<file path="src/rtl/slfa_pkg.sv">
`default_nettype none
// ----------------------------------------------------------------------------
// slfa_pkg
// Shared constants, codes and types for the slot free-list allocator.
// ----------------------------------------------------------------------------
package slfa_pkg;

	localparam int SLOT_COUNT = 1024;
	localparam int SLOT_W     = $clog2(SLOT_COUNT);
	localparam int FILL_W     = SLOT_W + 1;

	localparam int REG_W      = 11;
	localparam int RUN_W      = 11;
	localparam int SLOT_IN_W  = 16;
	localparam int ACT_W      = 2;
	localparam int SLOT_OUT_W = 10;
	localparam int STATUS_W   = 3;

	localparam int IN_DATA_W  = 32;
	localparam int OUT_DATA_W = 16;
	localparam int APB_DATA_W = 32;
	localparam int APB_ADDR_W = 3;

	localparam logic [ACT_W-1:0] ACT_ALLOC   = 2'd0;
	localparam logic [ACT_W-1:0] ACT_RUN     = 2'd1;
	localparam logic [ACT_W-1:0] ACT_RELEASE = 2'd2;

	localparam logic [STATUS_W-1:0] ST_OK        = 3'd0;
	localparam logic [STATUS_W-1:0] ST_EXHAUSTED = 3'd1;
	localparam logic [STATUS_W-1:0] ST_RANGE     = 3'd2;
	localparam logic [STATUS_W-1:0] ST_UNUSED    = 3'd3;
	localparam logic [STATUS_W-1:0] ST_RUN       = 3'd4;

	localparam logic REG_START = 1'b0;
	localparam logic REG_END   = 1'b1;

	localparam logic [REG_W-1:0] REGION_END_RST = REG_W'(1024);

	typedef struct packed {
		logic              en;
		logic [SLOT_W-1:0] addr;
		logic              data;
	} bm_wr_t;

	typedef struct packed {
		logic              pop;
		logic              push;
		logic [SLOT_W-1:0] push_data;
	} fifo_ctl_t;

	function automatic logic [SLOT_W-1:0] ptr_inc(input logic [SLOT_W-1:0] p);
		logic [SLOT_W-1:0] r;
		if (p == SLOT_W'(SLOT_COUNT - 1)) begin
			r = '0;
		end else begin
			r = p + 1'b1;
		end
		return r;
	endfunction

endpackage
`default_nettype wire

</file>
<file path="src/rtl/slfa_regs.sv">
`default_nettype none
// ----------------------------------------------------------------------------
// slfa_regs
// APB register file holding the region bounds.
// ----------------------------------------------------------------------------
module slfa_regs (
	input  wire logic                             clk,
	input  wire logic                             arst_n,
	input  wire logic                             psel,
	input  wire logic                             penable,
	input  wire logic                             pwrite,
	input  wire logic [slfa_pkg::APB_ADDR_W-1:0]  paddr,
	input  wire logic [slfa_pkg::APB_DATA_W-1:0]  pwdata,
	output logic      [slfa_pkg::APB_DATA_W-1:0]  prdata,
	output logic                                  pready,
	output logic      [slfa_pkg::REG_W-1:0]       region_start,
	output logic      [slfa_pkg::REG_W-1:0]       region_end,
	output logic                                  start_load
);
	import slfa_pkg::*;

	logic             wr_en;
	logic             reg_sel;
	logic [REG_W-1:0] start_q;
	logic [REG_W-1:0] end_q;

	assign pready  = 1'b1;
	assign reg_sel = paddr[2];
	assign wr_en   = psel & penable & pwrite & pready;

	always_ff @(posedge clk or negedge arst_n) begin
		if (!arst_n) begin
			start_q <= '0;
			end_q   <= REGION_END_RST;
		end else if (wr_en) begin
			if (reg_sel == REG_START) begin
				start_q <= pwdata[REG_W-1:0];
			end else begin
				end_q <= pwdata[REG_W-1:0];
			end
		end
	end

	always_comb begin
		if (reg_sel == REG_START) begin
			prdata = APB_DATA_W'(start_q);
		end else begin
			prdata = APB_DATA_W'(end_q);
		end
	end

	// bump pointer follows a write of the region start
	assign start_load   = wr_en && (reg_sel == REG_START);
	assign region_start = start_q;
	assign region_end   = end_q;

endmodule
`default_nettype wire

</file>
<file path="config.mk">
export PLATFORM = sky130hd
export DESIGN_NAME = slfa_regs
export DESIGN_NICKNAME = d
export VERILOG_FILES = /design/src/rtl/slfa_pkg.sv /design/src/rtl/slfa_regs.sv
export SDC_FILE = /design/constraint.sdc
export NUM_CORES = 1
export LEC_CHECK = 0
export BUFFER_PORTS_ARGS = -buffer_cell sky130_fd_sc_hd__buf_2
export CORE_AREA = 5 5 49 93
export CTS_CLUSTER_SIZE = 25
export DETAILED_ROUTE_END_ITERATION = 12
export DIE_AREA = 0 0 54 98
export GPL_TIMING_DRIVEN = 0
export PLACE_DENSITY = 0.71
export SETUP_SLACK_MARGIN = 0.15
export SLEW_MARGIN = 10
export SYNTH_ARGS = -nofsm -noshare
export SYNTH_HDL_FRONTEND = slang
export SYNTH_SLANG_ARGS = --single-unit
</file>
<file path="constraint.sdc">
create_clock -name clk -period 0.8 [get_ports clk]
set_input_delay 0.08 -clock clk [delete_from_list [all_inputs] [get_ports clk]]
set_output_delay 0.08 -clock clk [all_outputs]
set_load 0.01 [all_outputs]
</file>
==> out/results.ini <==
[timing]
hold_slack_ns = -0.221
rsz0062_at_grt = yes
setup_viol = 54
hold_viol = 21
fin_crit_sh_pct = 144
worstMarginPinSlew_ns = 0.505
setup_slack_ns = -0.350
skew_ns = 0
min_period_ns = 1.15
max_freq_ghz = 0.869
max_slew_margin_pct = 66.4
finalMaxSlewViolations = 0

[final_layout]
fin_util_pct = 61.1
drive_above_1_share_pct = 77.5
stdcell_count = 242
nFillCells = 303
syn_to_final_growth_pct = 88.2
n_antenna_cell = 0
nets = 232

[power_and_ir_drop]
vdd_drop_max_mv = 1.17
power_w = 0.00507
p_per_area_nw_per_um2 = 2180
power_leakage_nw = 1.30

[clocking]
path_clk_slew_ns = 0.08
clock_latency_ns = 0.26
clkSinkCount = 22
cts_buffer_depth = 2
cts_tree = yes
numCtsBuffers = 3
h-tree-depth = 1
cts-root-buf = clkbuf_8

[grt]
grt_pass1_wl_um = 5180
grt_usage_pct = 13.3
grt_pass1_vias = 1096
antenna_found_initial = 0
grt_max_degree = 23
grt_overflow = 0

[setup_path]
cpLargestDelayFamily = flip-flops
max_stage_delay_ns = 0.40
cp_max_fo = 2
cp_slowest_cell = dfrtp_1
cp-end-kind = output port
required_ns = 0.72
worstPathArrival_ns = 1.07
crit_chain = mux2_4, buf_6
start_kind = register
worst-path-buf-inv = 1
crit_type = register to output port

[min_path]
hold_class = input pin to async pin

[floorplanning]
die-area_um2 = 5290
die_w_um = 54
rows = 32
fp.dieH_um = 98
core_area_um2 = 3800
num_io_pins = 96
start_util_pct = 32.5

[drt]
via_per_inst = 3.95
num_vias = 956
routedWlPerCell_um = 14.0
first_iter_violations = 3
drtAntennaViolNets = 0
drc = 0
wl_um = 3380
drt_first_pass_iters = 2

[placement]
numPortBuffers = 50
dp_hpwl_um = 2160
gp_congestion = 0.668
placedCellCount = 206
dp_slack_ns = -0.248

[logic_synthesis]
ys_seq_elements = 22
synth_compound_area_share_pct = 0
synth_top_family_by_area = multiplexers
muxShareOfSynthArea_pct = 35.9
synth_xor_area_share_pct = 0
yosys.area_share.adder_pct = 0
avgSynthCellArea_um2 = 14.5
yosysSeqAreaShare_pct = 44.7
ys_types = 11
synthCells = 85
syn_area_um2 = 1230
yosysWarnings = 0
synthSimpleGateAreaFrac_pct = 2.94

[run]
maxCapViolCount = 0

[run_status]
outcome = finished with violations
violations = hold timing, setup timing

## worst reg2reg max path: stages (launching register included)
cell,delay [ns]
dfrtp_1,0.40
buf_4,0.14
buf_6,0.11
mux2_4,0.24
## synth_stat cells
| library cell | count | area (µm²) |
|---|---|---|
| nand4_2 | 1 | 12.5 |
| conb_1 | 2 | 7.51 |
| dfrtp_1 | 21 | 526 |
| dfstp_2 | 1 | 26.3 |
| buf_4 | 22 | 165 |
| mux2_4 | 19 | 285 |
| nand4b_4 | 1 | 23.8 |
| buf_6 | 2 | 22.5 |
| mux2_2 | 14 | 158 |
| buf_2 | 1 | 5.00 |
| inv_1 | 1 | 3.75 |
## per-stage QoR
step | setup TNS (ns) | instance area [µm²]
finish | -10.57 | 2320
global route | -12.16 | 2320
CTS | -9.21 | 2200
detailed placement | -6.29 | 1670
global placement | -6.21 | 1670
floorplan | -0.182 | 1360
## worst paths after layout
path / startpoint / endpoint / slack (ns) / depth (start not counted)
setup reg to reg: region_start[8] / region_start[8] / -0.20 / 3
hold / removal: arst_n / region_end[8] / -0.22 / 1
hold reg to reg: region_end[4] / region_end[4] / 0.62 / 2
setup / recovery: region_start[8] / prdata[8] / -0.35 / 2
min in group clk: pwdata[7] / region_end[7] / 0.06 / 2
max in group asynchronous: arst_n / region_end[10] / 0.66 / 1
## area by class of cell
cell class | count | area (µm²) | area share, %
flip-flops and latches | 22 | 552 | 23.7
plain buffers | 25 | 204 | 8.77
well taps | 51 | 63.8 | 2.74
inverters | 1 | 8.76 | 0.377
clock buffers | 4 | 55.1 | 2.37
repair buffers | 82 | 827 | 35.6
multi-input cells | 57 | 614 | 26.4
## power breakdown
group,leakage [nW],internal (W),switching [W]
Sequential,0.263,0.00137,0.000184
Clock,0.0288,0.000438,0.000354
Combinational,1.01,0.00187,0.000860
Total,1.30,0.00367,0.00140
## timing repair
item / in CTS / in global routing
hold endpoints to repair: 21 / 21
pin swaps: 0 / 0
setup endpoints to repair: 56 / 56
gates cloned: 1 / 0
setup buffers: 22 / 9
gates resized for setup: 53 / 16
## layer usage
metal | GRT usage [%] | part of all wire, %
met3 | 3.21 | 6.4
met4 | 4.03 | 0.56
met1 | 14.2 | 35
met5 | 0 | 0
met2 | 24.1 | 58
## cell usage in the layout (no fill, tap or decap), types with 4 or more instances in the layout
master	Yosys	layout
buf_6	2	60
mux2_4	19	33
buf_4	22	27
conb_1	2	22
dfrtp_1	21	21
buf_2	1	17
clkbuf_8	0	4
## sequential cells by signal (all words and copies together), names as in the netlist
signal        cells
region_end       11
region_start     11
## logic make-up (layout without fill, tap and decap cells)
| group | Yosys count | after routing |
|---|---|---|
| mux | 33 | 33 |
| buf+inv | 26 | 112 |
| flops | 22 | 22 |
| other cells | 2 | 22 |
| simple gates | 2 | 2 |
No activity file was read; power rests on OpenSTA's default activity.
