`src/rtl/slfa_pkg.sv`:
```
`default_nettype none
// ----------------------------------------------------------------------------
// slfa_pkg
// Shared constants, codes and types for the slot free-list allocator.
// ----------------------------------------------------------------------------
package slfa_pkg;

	localparam int SLOT_COUNT = 1024;
	localparam int SLOT_W     = $clog2(SLOT_COUNT);
	localparam int FILL_W     = SLOT_W + 1;

	localparam int REG_W      = 11;
	localparam int RUN_W      = 11;
	localparam int SLOT_IN_W  = 16;
	localparam int ACT_W      = 2;
	localparam int SLOT_OUT_W = 10;
	localparam int STATUS_W   = 3;

	localparam int IN_DATA_W  = 32;
	localparam int OUT_DATA_W = 16;
	localparam int APB_DATA_W = 32;
	localparam int APB_ADDR_W = 3;

	localparam logic [ACT_W-1:0] ACT_ALLOC   = 2'd0;
	localparam logic [ACT_W-1:0] ACT_RUN     = 2'd1;
	localparam logic [ACT_W-1:0] ACT_RELEASE = 2'd2;

	localparam logic [STATUS_W-1:0] ST_OK        = 3'd0;
	localparam logic [STATUS_W-1:0] ST_EXHAUSTED = 3'd1;
	localparam logic [STATUS_W-1:0] ST_RANGE     = 3'd2;
	localparam logic [STATUS_W-1:0] ST_UNUSED    = 3'd3;
	localparam logic [STATUS_W-1:0] ST_RUN       = 3'd4;

	localparam logic REG_START = 1'b0;
	localparam logic REG_END   = 1'b1;

	localparam logic [REG_W-1:0] REGION_END_RST = REG_W'(1024);

	typedef struct packed {
		logic              en;
		logic [SLOT_W-1:0] addr;
		logic              data;
	} bm_wr_t;

	typedef struct packed {
		logic              pop;
		logic              push;
		logic [SLOT_W-1:0] push_data;
	} fifo_ctl_t;

	function automatic logic [SLOT_W-1:0] ptr_inc(input logic [SLOT_W-1:0] p);
		logic [SLOT_W-1:0] r;
		if (p == SLOT_W'(SLOT_COUNT - 1)) begin
			r = '0;
		end else begin
			r = p + 1'b1;
		end
		return r;
	endfunction

endpackage
`default_nettype wire

```
`src/rtl/slfa_bitmap.sv`:
```
`default_nettype none
// ----------------------------------------------------------------------------
// slfa_bitmap
// Used-slot bitmap: one bit per slot, registered read, swept clear after reset.
// ----------------------------------------------------------------------------
module slfa_bitmap (
	input  wire logic                         clk,
	input  wire logic                         arst_n,
	input  wire logic                         rd_en,
	input  wire logic [slfa_pkg::SLOT_W-1:0]  rd_addr,
	input  wire slfa_pkg::bm_wr_t             wr,
	output logic                              rd_bit,
	output logic                              clearing
);
	import slfa_pkg::*;

	logic              mem [SLOT_COUNT];
	logic [SLOT_W-1:0] clr_idx_q;
	logic              clearing_q;
	logic              rd_bit_q;

	always_ff @(posedge clk or negedge arst_n) begin
		if (!arst_n) begin
			clearing_q <= 1'b1;
			clr_idx_q  <= '0;
		end else if (clearing_q) begin
			if (clr_idx_q == SLOT_W'(SLOT_COUNT - 1)) begin
				clearing_q <= 1'b0;
			end
			clr_idx_q <= clr_idx_q + 1'b1;
		end
	end

	always_ff @(posedge clk) begin
		if (clearing_q) begin
			mem[clr_idx_q] <= 1'b0;
		end else if (wr.en) begin
			mem[wr.addr] <= wr.data;
		end
		if (rd_en) begin
			rd_bit_q <= mem[rd_addr];
		end
	end

	assign rd_bit   = rd_bit_q;
	assign clearing = clearing_q;

endmodule
`default_nettype wire

```
`config.mk`:
```
export PLATFORM = sky130hd
export DESIGN_NAME = slfa_bitmap
export DESIGN_NICKNAME = d
export VERILOG_FILES = /design/src/rtl/slfa_pkg.sv /design/src/rtl/slfa_bitmap.sv
export SDC_FILE = /design/constraint.sdc
export NUM_CORES = 1
export LEC_CHECK = 0
export ABC_AREA = 1
export BUFFER_PORTS_ARGS = -buffer_cell sky130_fd_sc_hd__buf_4
export CORE_ASPECT_RATIO = 0.9
export CORE_MARGIN = 8
export CORE_UTILIZATION = 45
export CTS_CLUSTER_DIAMETER = 40
export DETAILED_ROUTE_END_ITERATION = 8
export PLACE_DENSITY_LB_ADDON = 0.2
export SETUP_SLACK_MARGIN = 0.5
export SYNTH_ARGS = -nofsm -noshare
export SYNTH_HDL_FRONTEND = slang
export SYNTH_SLANG_ARGS = --single-unit
```
`constraint.sdc`:
```
create_clock -name clk -period 39.6 [get_ports clk]
set_clock_uncertainty 0.1 [all_clocks]
set_input_delay 1.98 -clock clk [delete_from_list [all_inputs] [get_ports clk]]
set_output_delay 1.98 -clock clk [all_outputs]
set_load 0.01 [all_outputs]
```
==> results.md <==
Die:
- The die height is 322 µm.
- The number of I/O pins is 27.
- The area inside the core boundary is 0.103 mm².
- For this configuration, the core starts out at a cell density of 45.2%.
- The die area is 0.114 mm².
- The die is 356 µm wide.
- Row generation in the floorplan step produced 112 rows.

Worst setup path:
- The critical path endpoint is rd_bit.
- The startpoint identified for the worst register-to-register timing path is clearing.
- In this design, the critical path's most frequently occurring cell is sky130_fd_sc_hd__nand3_1.
- The category of the worst setup path launch point is a primary input.
- The critical path launch point is rd_addr[0].
- The worst path arrival time is 6.62 ns.
- The highest cell delay on the worst timing path is 0.88 ns.
- The terminus of the critical flop-to-flop path is mem[561].
- The maximum fanout along the worst path is 213.
- The worst register-to-register path has a setup slack of 35.16 ns.
- The standard cell with the maximum stage delay on the critical path is sky130_fd_sc_hd__buf_4.
- The critical path goes through buf_8 > inv_8 > buf_4 > buf_12 > nand2_1 > nand3_1 > nand3_1 > nand3_1 > nand3_1 > nand3_1 > nand3_1 > nand2_1 > nand2_1 > nand3_1 > nand3_1 > nand2_1.
- The sort of element at the end of the critical path is a flip-flop.
- The data required time of the critical path is 40.09 ns.
- The critical path is of the in2reg type.
- The path depth of the worst reg2reg path is 6.

CTS:
- The number of setup buffers added after CTS is 0.
- The buffer cell driving the clock tree root is sky130_fd_sc_hd__clkbuf_16.
- In this run, post-CTS hold repair placed 0 buffers.
- The clock passes through at most 3 buffers.
- The level count of the clock H-tree is 4.
- Counting every sink on the clock net gives 1,036.
- The number of gates resized after cts is 0.
- The total CTS buffers is 139.
- After clock tree synthesis, the clock-pin slew on the worst setup and hold paths is 0.06 ns.
- The clock insertion delay at the later pin of the skew report is 0.72 ns.
- TritonCTS built the clock tree.

Placed design:
- The port buffer count is 26.
- The placer congestion estimate is 0.789.
- The pre-CTS worst setup slack is 32.83 ns.
- Summed over all nets, the half-perimeter wirelength after detailed placement is 64.9 mm.

Drt:
- Wires add up to 143 mm.
- Once detail routing completed, the nets flagged for antenna violations numbered 0.
- After detailed routing, the number of vias per cell comes to 5.75.
- The number of remaining DRC errors is 0.
- The total number of vias is 34,800.
- The first TritonRoute pass finished after 6 iterations.
- The starting DRC count in detailed routing is 4,086.
- The routed wire length per instance is 23.7 µm.

Logic synthesis:
- Synthesis produced a netlist whose cell count is 4,767.
- The count of state elements after synthesis is 1,036.
- After synthesis the cells add up to 0.0467 mm².
- The proportion of synthesized chip area in sequential cells is 66.5%.
- The Yosys warning count is 0.
- The number of distinct library cell variants in the gate-level netlist after synthesis is 29.
- When the netlist entered floorplanning its net count stood at 4,793.
- A synthesized cell averages 9.80 µm².

Job:
- The total of max-cap violations is 0.

Power and ir drop:
- The ratio of total power to cell area is 50.4 mW/mm².
- The maximum resistive drop on vdd is 0.0000394 V.
- The total leakage power is 18.0 nW.
- The design draws 2.64 mW.

GRT:
- Entering global routing, the biggest net connects 282 pins.
- The total global-route track usage is 24.5%.
- The first-pass GRT wire length is 211 mm.
- The number of antenna violations at the first check in global routing is 2.
- The total congestion overflow after global routing is 0.
- The via count of the first global-routing pass was 32,400.

Finish:
- The layout cell share with drive strength beyond 1 is 8.38%.
- The area of the multi-input gates is 0.0138 mm².
- The net count of the finished layout is 4,603.
- The share of the core filled with cells is 50.7%.
- Leaving out fill and tap cells, the most frequent cell in the layout is sky130_fd_sc_hd__nand2_1.
- Summing all flip-flop and latch instances after layout gives 0.0311 mm².
- The antenna diode count is 0.
- Leaving out fill and tap cells, the most frequent cells in the layout are sky130_fd_sc_hd__nand2_1 (1,090), sky130_fd_sc_hd__nor2_1 (1,042), sky130_fd_sc_hd__edfxtp_1 (1,025).
- The layout has 9,497 filler cells.
- Relative to the synthesized area, the layout overhead comes to 12.1%.

STA:
- Setup slack closes at 33.47 ns.
- The worst relative slew slack is 17.5%.
- The worst path in the final design needs a cycle of 6.13 ns, including I/O delays and setup.
- The timing-limited maximum frequency is 163 MHz.
- For the pin with the worst max-slew slack, the measured transition is 1.24 ns.
- Setup violations remaining at the end of the flow were counted as 0.
- The hold violation total from the final report came to 0.
- The number of pins with negative max-slew slack in the final report is 0.
- Setup repair after global routing left no endpoint under its margin.
- The final cycle utilization of the critical path is 15.5%.
- The final sum of negative setup slack is 0 ns.

Status:
- The run finished with clean final reports.

Hold path:
- The path class of the tightest hold or removal check is reg2reg.
==> where the power goes <==
group          switching, mW  leakage (nW)  total [mW]  internal (mW)
Combinational          0.112          4.96       0.141         0.0287
Sequential          0.000119          10.8        1.21           1.21
Clock                  0.478          2.28        1.29          0.815
Total                  0.589          18.0        2.64           2.05
==> synth_stat cells <==
library cell | instances | area, µm²
sky130_fd_sc_hd__nand3_1 | 1032 | 5160
sky130_fd_sc_hd__a31oi_1 | 1 | 6.26
sky130_fd_sc_hd__dfrtp_1 | 10 | 250
sky130_fd_sc_hd__dfstp_2 | 1 | 26.3
sky130_fd_sc_hd__nand2_4 | 1 | 11.3
sky130_fd_sc_hd__nor2_1 | 1044 | 3920
sky130_fd_sc_hd__buf_8 | 1 | 15.0
sky130_fd_sc_hd__buf_2 | 47 | 235
sky130_fd_sc_hd__o21ai_1 | 2 | 10.0
sky130_fd_sc_hd__nor3_1 | 5 | 25.0
sky130_fd_sc_hd__buf_6 | 5 | 56.3
sky130_fd_sc_hd__nand3_2 | 1 | 10.0
sky130_fd_sc_hd__buf_1 | 83 | 312
sky130_fd_sc_hd__xor2_1 | 8 | 70.1
sky130_fd_sc_hd__nor3_2 | 10 | 100
sky130_fd_sc_hd__or2_2 | 3 | 18.8
sky130_fd_sc_hd__nor2_4 | 3 | 33.8
sky130_fd_sc_hd__o21ai_2 | 8 | 70.1
sky130_fd_sc_hd__ha_1 | 1 | 12.5
sky130_fd_sc_hd__edfxtp_1 | 1025 | 30800
sky130_fd_sc_hd__inv_2 | 18 | 67.6
sky130_fd_sc_hd__inv_1 | 51 | 191
sky130_fd_sc_hd__nor4_1 | 2 | 12.5
sky130_fd_sc_hd__nor2_2 | 13 | 81.3
sky130_fd_sc_hd__buf_4 | 2 | 15.0
sky130_fd_sc_hd__o21ai_0 | 1 | 5.00
sky130_fd_sc_hd__nand2_1 | 1108 | 4160
sky130_fd_sc_hd__clkbuf_1 | 280 | 1050
sky130_fd_sc_hd__a21oi_1 | 1 | 5.00
==> through the flow <==
step | cells | area [µm²] | hold WS [ns]
floorplan | 4767 | 46700 | 0.302
global placement | 5804 | 47600 | 0.328
detailed placement | 5804 | 47600 | 0.334
CTS | 6056 | 52400 | 0.353
global route | 6056 | 52400 | 0.398
finish | 6056 | 52400 | 0.352
==> critical path: cells and delay by family <==
kind                   cells  cell delay (ns)
buffers and inverters      4             2.44
and+or+nand+nor           12             1.68
==> logic make-up (layout without fill, tap and decap cells) <==
group,after synthesis,after routing,synth area share [%]
AO/OA/AOI/OAI,13,13,0.206
flip-flops,1036,1036,66.5
buffers and inverters,487,408,4.16
adder cells (fa/ha/maj),1,1,0.0268
AND/OR/NAND/NOR,3222,3222,29.0
XOR/XNOR,8,8,0.150
==> per-layer routing <==
metal,share of wire [%],GRT usage (%),vias to the layer above
met5,0,0,-
met4,3.2,8.44,0
met3,9.0,3.86,279
met2,46,39.2,1599
met1,42,34.1,17200
li1,-,-,15700
==> area by class of cell <==
type	instances	share of cell area, %
Clock buffer	163	7.02
Timing Repair Buffer	87	1.35
Sequential cell	1036	59.3
Tap cell	1368	3.27
Inverter	69	0.535
Clock inverter	89	2.10
Multi-Input combinational cell	3244	26.4
==> worst min path at each step <==
| stage | endpoint | cells after the start | from |
|---|---|---|---|
| floorplan | clearing | 1 | clr_idx_q[8] |
| global placement | clearing | 1 | clr_idx_q[8] |
| detailed placement | clearing | 1 | clr_idx_q[8] |
| CTS | clearing | 1 | clr_idx_q[8] |
| global route | clearing | 1 | clr_idx_q[8] |
| finish | clearing | 1 | clr_idx_q[8] |
==> registers in the layout, summed over array words and instances, names as in the netlist <==
register	cells
mem	1024
clr_idx_q	10
clearing	1
rd_bit	1
Note: power is estimated with default switching activity, not from simulation.
